==> src/sv/lpfs_pkg.sv <==
package lpfs_pkg;

   localparam int BYTES_PER_PANEL = 32;
   localparam int DEF_PANELS_PER_CHAIN = 10;
   localparam int MAX_X = 79;

   localparam logic KIND_WRITE = 1'b0;
   localparam logic KIND_SHIFT = 1'b1;

   localparam logic REG_CHAIN0 = 1'b0;
   localparam logic REG_CHAIN1 = 1'b1;

   localparam logic [2:0] CHAIN0_COLOR_RESET = 3'd4;
   localparam logic [2:0] CHAIN1_COLOR_RESET = 3'd7;

   // one masked bit write into the frame store
   typedef struct packed {
      logic       en;
      logic [2:0] bit_sel;
      logic       value;
   } lpfs_wr_type;

   // scan position fields that ride along with a shift read
   typedef struct packed {
      logic       chain;
      logic [2:0] bit_sel;
      logic [1:0] row;
      logic       last;
      logic       blank;
   } lpfs_scan_type;

endpackage

==> src/sv/lpfs_pixel_map.sv <==
module lpfs_pixel_map
   import lpfs_pkg::*;
#(
   parameter int PANELS_PER_CHAIN = DEF_PANELS_PER_CHAIN,
   localparam int ADDR_W = $clog2(2 * PANELS_PER_CHAIN * BYTES_PER_PANEL)
) (
   input  logic                  enable,
   input  logic [6:0]            pix_x,
   input  logic [5:0]            pix_y,
   input  logic                  pixel_on,
   output lpfs_wr_type           wr,
   output logic [ADDR_W-1:0]     wr_addr
);

   localparam int STORE_PANELS = 2 * PANELS_PER_CHAIN;

   logic [2:0] panel_col;
   logic [4:0] panel;
   logic [6:0] x_mirror;
   logic [6:0] x_local;
   logic [3:0] lx;
   logic [3:0] ly;
   logic [4:0] byte_ix;
   logic       in_range;

   assign panel_col = pix_x[6:4];
   assign x_mirror = 7'(MAX_X) - pix_x;
   assign ly = pix_y[3:0];

   // serpentine: bands 0 and 3 run right to left
   always_comb begin
      case (pix_y[5:4])
         2'd0: begin
            panel = 5'd4 - {2'b00, panel_col};
            x_local = x_mirror;
         end
         2'd1: begin
            panel = {2'b00, panel_col} + 5'd5;
            x_local = pix_x;
         end
         2'd2: begin
            panel = {2'b00, panel_col} + 5'd15;
            x_local = pix_x;
         end
         default: begin
            panel = 5'd14 - {2'b00, panel_col};
            x_local = x_mirror;
         end
      endcase
   end

   assign lx = x_local[3:0];
   // half, row within quad, column half, upper/lower nibble row
   assign byte_ix = {ly[3], ly[1:0], lx[3], ly[2]};

   assign in_range = (pix_x <= 7'(MAX_X)) && ({1'b0, panel} < 6'(STORE_PANELS));

   assign wr.en = enable && in_range;
   assign wr.bit_sel = ly[2] ? lx[2:0] : ~lx[2:0];
   assign wr.value = pixel_on;
   assign wr_addr = ADDR_W'({panel, byte_ix});

endmodule

==> config.mk <==
export PLATFORM = sky130hd
export DESIGN_NAME = lpfs_pixel_map
export DESIGN_NICKNAME = d
export VERILOG_FILES = /design/src/sv/lpfs_pkg.sv /design/src/sv/lpfs_pixel_map.sv
export SDC_FILE = /design/constraint.sdc
export NUM_CORES = 1
export LEC_CHECK = 0
export ABC_AREA = 1
export CAP_MARGIN = 20
export CORE_AREA = 2 2 39 41
export DETAILED_ROUTE_END_ITERATION = 16
export DIE_AREA = 0 0 41 43
export DONT_BUFFER_PORTS = 1
export SETUP_SLACK_MARGIN = 0.02
export SLEW_MARGIN = 10
export SYNTH_ARGS = -nofsm -noshare
export SYNTH_HDL_FRONTEND = slang
export SYNTH_SLANG_ARGS = --single-unit
==> constraint.sdc <==
create_clock -name vclk -period 2.35
set_input_delay 0.3525 -clock vclk [all_inputs]
set_output_delay 0.3525 -clock vclk [all_outputs]
set_load 0.01 [all_outputs]
* After elaboration in Yosys (flattened, before gate mapping) *
Index checks and enable logic that the tools add are counted.

word-level totals
  bits in registers = 0
  bits of input ports = 15
  output and inout port bits = 15
  word-level logic and storage cells = 17

operators by class
  add/sub/neg operators = 5
  $lt $le $gt $ge = 2
  equality and inequality tests = 2
  multiplexer cells = 3
  bitwise logic cells = 1
  reductions and logical operators = 4

operator list
  operator                                               number
  one-hot mux 5 bit (3 select lines)                     1
  less-or-equal comparator 7 bit, second input constant  1
  adder 3 x 4 -> 5 bit, second input constant            1
  < comparator 5 bit, second input constant              1
  subtractor 4 x 3 -> 5 bit, first input constant        1
  adder 3 x 3 -> 4 bit, second input constant            1
  two-way mux 4 bit                                      1
  subtractor 3 x 3 -> 4 bit, first input constant        1
  subtractor 4 bit, first input constant                 1
  two-way mux 3 bit                                      1
  inverter 3 bit                                         1
  equality test 2 x 1 -> 1 bit, second input constant    1
  equality test 2 bit, second input constant             1
  logical AND 1 bit                                      2
  logical NOT 2 bit                                      1
  OR reduction 2 bit                                     1

* Longest topological paths before layout *
  word-level depth = 5
  depth in mapped cells = 11
  gate-level depth less buffers = 11

* Worst setup path after synthesis *
Ideal clock, no wire load.

  kind = input to output
  start = in pix_x[4]
  end = out wr[4] (netlist bit)
  arrival = 1.387 ns
  required time = 1.997 ns
  slack = 0.610 ns
  cell stages on the path = 11
  path buffers = 0
  cell sequence = inv_2 > ha_1 > ha_1 > inv_1 > nand2_1 > nand2_1 > nand2_1 > nand2_1 > inv_2 > nand3_2 > a21oi_2

RTL lines
  element          line                  RTL
  start, declared  lpfs_pixel_map.sv:8   input logic [6:0] pix_x,
  end, declared    lpfs_pixel_map.sv:11  output lpfs_wr_type wr,

==> reports/results.txt <==
Status - finished clean
Max Freq - 548 MHz
Synthesis-to-finish area growth - -4.05%
Max FO, Critical Path - 6
Area leader, netlist - ha_1
First-pass GRT wire length - 1380 um
Crit path required time - 2.00 ns
DR iter-0 viols - 1
Clkbuf count - 0
Arrival time worst endpoint - 1.47 ns
Relative slew slack - 0.752
I/O pin count - 30
1st-pass router iterations - 2
Maximum vdd drop - 0.0000618 V
Share of the synthesized area in the top cell type - 0.260
Tightest Pin Transition - 0.368 ns
Antenna cell count - 0
Library cells used by synthesis - 16
Gpl congestion - 0.865
Initial Utilization - 0.313
FFs & Latches - 0
Hold-fix buffers, CTS - 0
Via count - 378
Count of final hold-check violations - 0
Post-route clock period utilization - 0.776
Post-CTS setup buffer count - 0
Worst hold path startpoint - pix_y[2]
Maxcap violations - 0
PwrDens - 204 nW/um2
Core box area - 1380 um2
Largest net degree at the start of global routing - 7
Rows - 14
Post-DP HPWL - 742 um
Ys Warns - 0
Final core utilization - 0.300
Mapped Cells - 70
Initial antenna violation count - 0
WL/cell - 9.91 um
Die Wd - 41 um
Post-synthesis sequential area ratio - 0
Antenna viol nets, final - 0
Total Routing Usage GR - 0.104
Mapped Avg Cell Area - 6.18 um2
Post-layout min period - 1.82 ns
RSZ-0062 raised after global routing - false
Port Buf Inserts - 0
Vias in the first global route - 360
Storage cell area - 0 um2
Total Nets Final - 91
# setup viols final - 0
DRC viols - 0
Element type at the critical path end - primary output
Fin. max-slew vios - 0
Critical path launch point - pix_x[4]
Detailed Route WL - 803 um
Total Neg Setup Slack - 0 ns
Largest cells by area after synthesis - ha_1 26%, nand2_1 17%, buf_4 8.7%
# resized after CTS - 0
Layout cells sized above 1 - 0.185
DIE HEIGHT - 43 um
Hold Crit Class - primary input to primary output
Die area - 1760 um2
Leakage - 0.000229 uW
Cell Area, Synth - 433 um2
Startpoint types - primary input
Congestion Overflow GR - 0
Mapped Nets - 94
Vias/cell - 4.67
Kind of critical path - primary input to primary output
## cell usage after synthesis (all sizes together)
cell type	number
nand2	22
or2	1
a21oi	3
nand3	4
o21ai	3
ha	9
inv	12
nor2	4
o211ai	2
buf	5
xnor2	5
## critical path: stages
cell     delay [ns]
inv_2          0.03
ha_1           0.19
ha_1           0.26
inv_1          0.03
nand2_1        0.04
nand2_1        0.05
nand2_1        0.05
nand2_1        0.12
inv_2          0.08
nand3_2        0.07
a21oi_2        0.18
## per-layer routing
layer | global-route usage | share of wire | wire, um | vias up
met5 | 0 | 0 | 0 | -
met4 | 0 | 0 | 0 | 0
met3 | 0.0105 | 0.098 | 79 | 0
met2 | 0.194 | 0.53 | 422 | 11
met1 | 0.127 | 0.37 | 301 | 165
li1 | - | - | - | 202
## cell usage in the layout, fill, tap and decap left out, drive strengths merged
cell type and instances:
xnor2 5, nand2 22, o21ai 3, ha 9, or2 1, a21oi 3, inv 12, o211ai 2
nor2 4, nand3 4
## worst paths after layout
path	endpoint	slack, ns	cells after the start
setup / recovery	wr[4]	0.53	11
hold / removal	wr_addr[0]	0.71	0
## area by class of cell
| cell class | count | area [um2] |
|---|---|---|
| fill | 160 | 968 |
| multi-input combinational | 53 | 350 |
| tap | 16 | 20.0 |
| inverter | 12 | 45.0 |
## where the power goes
part           switching, uW  total (uW)  internal, uW
sequential                 0           0             0
combinational           52.5        84.6          32.1
clock                      0           0             0
total                   52.5        84.6          32.1
## logic make-up (layout without fill, tap and decap cells)
logic type | after synthesis | after routing | synth area share
simple gates | 31 | 31 | 0.309
compound gates | 8 | 8 | 0.121
fa+ha+maj | 9 | 9 | 0.260
xor+xnor | 5 | 5 | 0.118
buf+inv | 17 | 12 | 0.191
## per-stage QoR
stage	cell area (um2)	total power, uW	hold WS [ns]	std cells	setup WS, ns
2_1_floorplan	433	84.3	0.781	70	0.610
3_3_place_gp	415	85.3	0.705	81	0.522
3_5_place_dp	415	86.4	0.705	81	0.508
4_1_cts	415	86.8	0.705	81	0.508
5_1_grt	415	97.3	0.705	81	0.380
6_report	415	84.6	0.705	81	0.527
(Power assumes the default switching activity.)
