<file path="src/sv/lpfs_pkg.sv">
package lpfs_pkg;

   localparam int BYTES_PER_PANEL = 32;
   localparam int DEF_PANELS_PER_CHAIN = 10;
   localparam int MAX_X = 79;

   localparam logic KIND_WRITE = 1'b0;
   localparam logic KIND_SHIFT = 1'b1;

   localparam logic REG_CHAIN0 = 1'b0;
   localparam logic REG_CHAIN1 = 1'b1;

   localparam logic [2:0] CHAIN0_COLOR_RESET = 3'd4;
   localparam logic [2:0] CHAIN1_COLOR_RESET = 3'd7;

   // one masked bit write into the frame store
   typedef struct packed {
      logic       en;
      logic [2:0] bit_sel;
      logic       value;
   } lpfs_wr_type;

   // scan position fields that ride along with a shift read
   typedef struct packed {
      logic       chain;
      logic [2:0] bit_sel;
      logic [1:0] row;
      logic       last;
      logic       blank;
   } lpfs_scan_type;

endpackage

</file>
<file path="src/sv/lpfs_scan.sv">
module lpfs_scan
   import lpfs_pkg::*;
#(
   parameter int PANELS_PER_CHAIN = DEF_PANELS_PER_CHAIN,
   localparam int ADDR_W = $clog2(2 * PANELS_PER_CHAIN * BYTES_PER_PANEL)
) (
   input  logic                  clock,
   input  logic                  reset,
   input  logic                  advance,
   output lpfs_scan_type         info,
   output logic [ADDR_W-1:0]     rd_top_addr,
   output logic [ADDR_W-1:0]     rd_bot_addr
);

   localparam logic [3:0] LAST_PANEL = 4'(PANELS_PER_CHAIN - 1);
   localparam logic [4:0] COL_LAST = 5'd31;

   logic [1:0] row_ff, row_in;
   logic [3:0] panel_ff, panel_in;
   logic [4:0] column_ff, column_in;
   logic       chain_ff, chain_in;
   logic [4:0] rd_panel;
   logic [3:0] byte_ix;

   always_comb begin
      row_in = row_ff;
      panel_in = panel_ff;
      column_in = column_ff;
      chain_in = chain_ff;
      if (advance) begin
         if (!chain_ff) begin
            chain_in = 1'b1;
         end else begin
            chain_in = 1'b0;
            if (column_ff != COL_LAST) begin
               column_in = column_ff + 5'd1;
            end else begin
               column_in = '0;
               if ({1'b0, panel_ff} + 5'd1 < 5'(PANELS_PER_CHAIN)) begin
                  panel_in = panel_ff + 4'd1;
               end else begin
                  panel_in = '0;
                  row_in = row_ff + 2'd1;
               end
            end
         end
      end
   end

   always_ff @(posedge clock) begin
      if (reset) begin
         row_ff <= '0;
         panel_ff <= '0;
         column_ff <= '0;
         chain_ff <= 1'b0;
      end else begin
         row_ff <= row_in;
         panel_ff <= panel_in;
         column_ff <= column_in;
         chain_ff <= chain_in;
      end
   end

   // chain one panels sit after the chain zero panels
   assign rd_panel = {1'b0, panel_ff} + (chain_ff ? 5'(PANELS_PER_CHAIN) : 5'd0);
   assign byte_ix = {row_ff, column_ff[4:3]};
   assign rd_top_addr = ADDR_W'({rd_panel, 1'b0, byte_ix});
   assign rd_bot_addr = ADDR_W'({rd_panel, 1'b1, byte_ix});

   assign info.chain = chain_ff;
   assign info.bit_sel = column_ff[2:0];
   assign info.row = row_ff;
   assign info.last = chain_ff && (column_ff == COL_LAST) && (panel_ff >= LAST_PANEL);
   assign info.blank = (row_ff == 2'd0);

endmodule

</file>
<file path="config.mk">
export PLATFORM = sky130hd
export DESIGN_NAME = lpfs_scan
export DESIGN_NICKNAME = d
export VERILOG_FILES = /design/src/sv/lpfs_pkg.sv /design/src/sv/lpfs_scan.sv
export SDC_FILE = /design/constraint.sdc
export NUM_CORES = 1
export LEC_CHECK = 0
export ABC_AREA = 1
export ABC_CLOCK_PERIOD_IN_PS = 2200
export BUFFER_PORTS_ARGS = -buffer_cell sky130_fd_sc_hd__buf_2
export CAP_MARGIN = 20
export CORE_MARGIN = 8
export CORE_UTILIZATION = 45
export DETAILED_ROUTE_END_ITERATION = 16
export PLACE_DENSITY_LB_ADDON = 0.15
export REMOVE_ABC_BUFFERS = 1
export SYNTH_ARGS = -nofsm -noshare
export SYNTH_HDL_FRONTEND = slang
export SYNTH_SLANG_ARGS = --single-unit
export TNS_END_PERCENT = 10
</file>
<file path="constraint.sdc">
create_clock -name clock -period 2.2 [get_ports clock]
set_input_delay 0.11 -clock clock [delete_from_list [all_inputs] [get_ports clock]]
set_output_delay 0.11 -clock clock [all_outputs]
set_load 0.02 [all_outputs]
</file>
**Yosys cells after proc, flatten, opt, wreduce, memory -nomap -nowiden**

Index checks and enable logic that the tools add are counted.

- Flip-flop bits (word level): 12
- Word-level logic and storage cells: 25
- Bits of input ports: 3
- Output and inout bits: 28

- Add/sub/neg operators: 5
- Reductions and logical operators: 6
- Bitwise gates (word level): 2
- Multiplexer cells: 4
- Magnitude comparators: 2
- Equality and inequality tests: 2

Operator list:

| operator | number |
|---|---|
| $mux W4 | 2 |
| $add A4 B1 Y5 const B | 1 |
| $add A4 B4 Y5 | 1 |
| $add A5 B1 Y5 const B | 1 |
| $eq A5 B5 Y1 const B | 1 |
| $lt A5 B4 Y1 const B | 1 |
| $mux W5 | 1 |
| $ne A5 B5 Y1 const B | 1 |
| $add A4 B1 Y4 const B | 1 |
| $ge A4 B4 Y1 const B | 1 |
| $reduce_and A4 Y1 | 1 |
| $reduce_and A3 Y1 | 1 |
| $add A2 B1 Y2 const B | 1 |
| $logic_and A1 B1 Y1 | 2 |
| $logic_not A2 Y1 | 1 |
| $not A1 Y1 | 2 |
| $reduce_and A2 Y1 | 1 |
| $mux W1 | 1 |

**Logic depth before layout (Yosys ltp)**

- Word-level depth: 4
- Mapped depth: 9
- Gate-level depth less buffers: 9

**Worst setup path before layout**

Ideal clock, no wire load.

- Kind: register -> output
- Start point: reg column_ff[1]
- End point: out info[1] in the netlist's numbering
- Buffers on the path: 0
- Data arrival time: 1,461 ps
- Cell stages (with the launch flop): 7
- Required time: 2,090 ps
- Slack: 629 ps
- Cell sequence: dfxtp_1 -> ha_1 -> inv_1 -> nor3_1 -> ha_1 -> nand3_1 -> a21oi_1

RTL lines:

| what | line | RTL |
|---|---|---|
| from (decl) | lpfs_scan.sv:20 | `logic [4:0] column_ff, column_in;` |
| from (signal assigned) | lpfs_scan.sv:59 | `column_ff <= column_in;` |
| to (decl) | lpfs_scan.sv:10 | `output lpfs_scan_type info,` |

==> results.md <==
* Vias in the first global route at 649
* Clk sinks at 12
* Avg WL per Cell at 10.4 µm
* Vias/cell at 4.65
* DP Cell Count at 147
* Synth warn at 0
* Setup WS post-layout at 0.488 ns
* Synth Cell Area at 805 µm²
* Layout Cells excl Fill at 151
* Worst setup SP type: register
* Layout cells sized above 1 at 31.7%
* Cell count after synthesis at 109
* Setup TNS at 0 ns
* Post-CTS sizing at 0
* Max FO, Critical Path at 4
* PD cells at 506 nW/µm²
* Antenna cells at 0
* Final hold vios at 0
* GRT Util Overall at 9.81%
* Setup crit end kind: output pin
* Latest clock arrival within the worst-skew pair at 0.27 ns
* Synth-to-Final Area Change at 11.8%
* Power share of the clock group at 38.0%
* 1st-pass router iterations at 3
* Tmin final at 1.71 ns
* CTS Root Cell: clkbuf_4
* FF+latch count, synth at 12
* Start of the worst register-to-register path: column_ff[0]
* Nets at 139
* Setup Skew at 0.00439 ns
* Slowest-stage cell, CP: dfxtp_1
* Core area at 1710 µm²
* Combinational power share at 11.9%
* Clock tree buffer depth at 2
* Psw at 0.116 mW
* DR iter-0 viols at 9
* RSZ-0062 raised after global routing: no
* Die Y at 58.3 µm
* Setup violations, final at 0
* Initial antenna violation count at 0
* Critical Path Max Stage Delay at 0.38 ns
* Internal at 0.339 mW
* Clock buffer count from CTS at 3
* WHS Endpoint: chain_ff
* Post-CTS setup buffer count at 0
* Final worst-path cycle share at 77.8%
* Worst hold path depth at 3
* DP HPWL at 1310 µm
* Number of max-cap violations at 0
* P_leak at 0.487 nW
* Sequential share of power at 50.1%
* Largest area contributor in the synthesized netlist: dfxtp_1
* Largest cells by area after synthesis: dfxtp_1 30%, buf_4 14%, ha_1 14%
* Port-buffer cells at 28
* CP arrival at 1.60 ns
* Post-synthesis sequential area ratio at 29.9%
* Largest net degree at the start of global routing at 10
* Final Max Tran Viols at 0
* WS Path Type: reg2out
* Status: complete, no violations
* R2R Setup Slk at 0.67 ns
* Routed vias at 702
* Worst reg2reg path depth at 9
* Worst path most repeated cell: ha_1
* Initial Util at 47.1%
* Hold path start: advance
* Maximum clock rate at 584 MHz
* Grt ovf at 0
* Syn_area_per_cell at 7.38 µm²
* Die Footprint at 3400 µm²
* CTS tree: done
* Core Util, Final at 52.7%
* R2R Path End: column_ff[3]
* Worst vdd ir at 0.000447 V
* Drt drc at 0
* Total power at 0.455 mW
* Setup WS pre-CTS at 0.682 ns
* Clock Pin Slew Worst Setup and Hold Paths at 0.08 ns
* Gp weighted congestion at 0.811
* Crit-path cells: ha_1 -> inv_1 -> nor3_1 -> ha_1 -> nand3_1 -> a21oi_1 -> buf_2
* Die X at 58.3 µm
* Hold crit path type: in2reg
* Total routed wirelength at 1580 µm
* Post-CTS Hold Buffers at 0
* Most frequent cells in the layout: 28 x buf_2, 17 x inv_1, 12 x dfxtp_1
* FP Rows at 15
* First-pass GRT wire length at 2700 µm
* Sw frac at 25.4%
* CTS H-Tree Depth at 1
* Yosys top cell area share at 29.9%
* WP data required at 2.09 ns
* Synth unique cells at 21
* Detail Route Antenna Nets at 0
* Commonest non-fill, non-tap cell in the layout: buf_2
* IO Pins at 31
==> sequential cells by signal, summed over array words and instances, names as in the netlist <==
signal	count
column_ff	5
panel_ff	4
row_ff	2
chain_ff	1
==> synth_stat cells <==
cell,n
a31oi_1,1
inv_2,1
o21ai_0,5
o22ai_1,2
buf_4,15
nor3_1,2
nand3_1,8
nand2_2,4
inv_1,17
ha_1,9
nor2_1,10
a21oi_1,4
nor2_2,1
a31o_2,1
conb_1,2
dfxtp_1,12
o21ai_1,2
xor2_1,1
nand2_1,10
nand3_2,1
nand4_1,1
==> metrics by stage <==
step           cell area [µm²]  hold slack [ns]
2_1_floorplan              692            0.262
3_5_place_dp               863            0.423
5_1_grt                    900            0.195
4_1_cts                    900            0.137
3_3_place_gp               863            0.375
6_report                   900            0.140
==> power groups by stage <==
| stage | logic [mW] | clock network (mW) | registers (mW) |
|---|---|---|---|
| 2_1_floorplan | 0.0293 | 0 | 0.240 |
| 5_1_grt | 0.0606 | 0.192 | 0.229 |
| 6_report | 0.0543 | 0.173 | 0.228 |
| 4_1_cts | 0.0547 | 0.178 | 0.228 |
| 3_5_place_dp | 0.0543 | 0 | 0.233 |
| 3_3_place_gp | 0.0547 | 0 | 0.233 |
==> how the worst max path moves through the flow <==
stage | slack, ns | from | end
after floorplan | 0.58 | chain_ff | rd_bot_addr[8]
after global placement | 0.75 | column_ff[1] | panel_ff[3]
after detailed placement | 0.68 | column_ff[1] | column_ff[3]
after global routing | 0.32 | column_ff[0] | info[1]
after CTS | 0.47 | column_ff[1] | info[1]
final | 0.49 | column_ff[0] | info[1]
==> worst max-delay path: cells and delay by family (launching register included) <==
kind,cells,cell delay [ns]
adders and majority gates,2,0.40
DFF,1,0.38
and+or+nand+nor,2,0.22
buffers and inverters,2,0.22
AOI/OAI and AO/OA,1,0.11
==> logic make-up after synthesis <==
kind of cell | Yosys count | share of synthesized area [%]
adder cells (fa/ha/maj) | 9 | 14.0
AND/OR/NAND/NOR | 37 | 21.5
XOR/XNOR | 1 | 1.09
flip-flops | 12 | 29.9
other | 2 | 0.933
buffers and inverters | 33 | 22.4
AO/OA/AOI/OAI | 15 | 10.3
==> layout make-up <==
| type | count | area [µm²] |
|---|---|---|
| timing repair buffer | 28 | 140 |
| tap | 25 | 31.3 |
| inverter | 18 | 67.6 |
| fill | 175 | 808 |
| sequential | 12 | 240 |
| multi-input combinational | 64 | 384 |
| clock buffer | 4 | 36.3 |
==> per-layer routing <==
metal / vias to the layer above / track usage, % / wire (µm)
li1: 369 / - / -
met1: 307 / 10.6 / 701
met2: 22 / 15.4 / 700
met3: 4 / 4.64 / 149
met4: 0 / 5.24 / 23
met5: - / 0 / 0
Power figures use the tool's default switching activity.
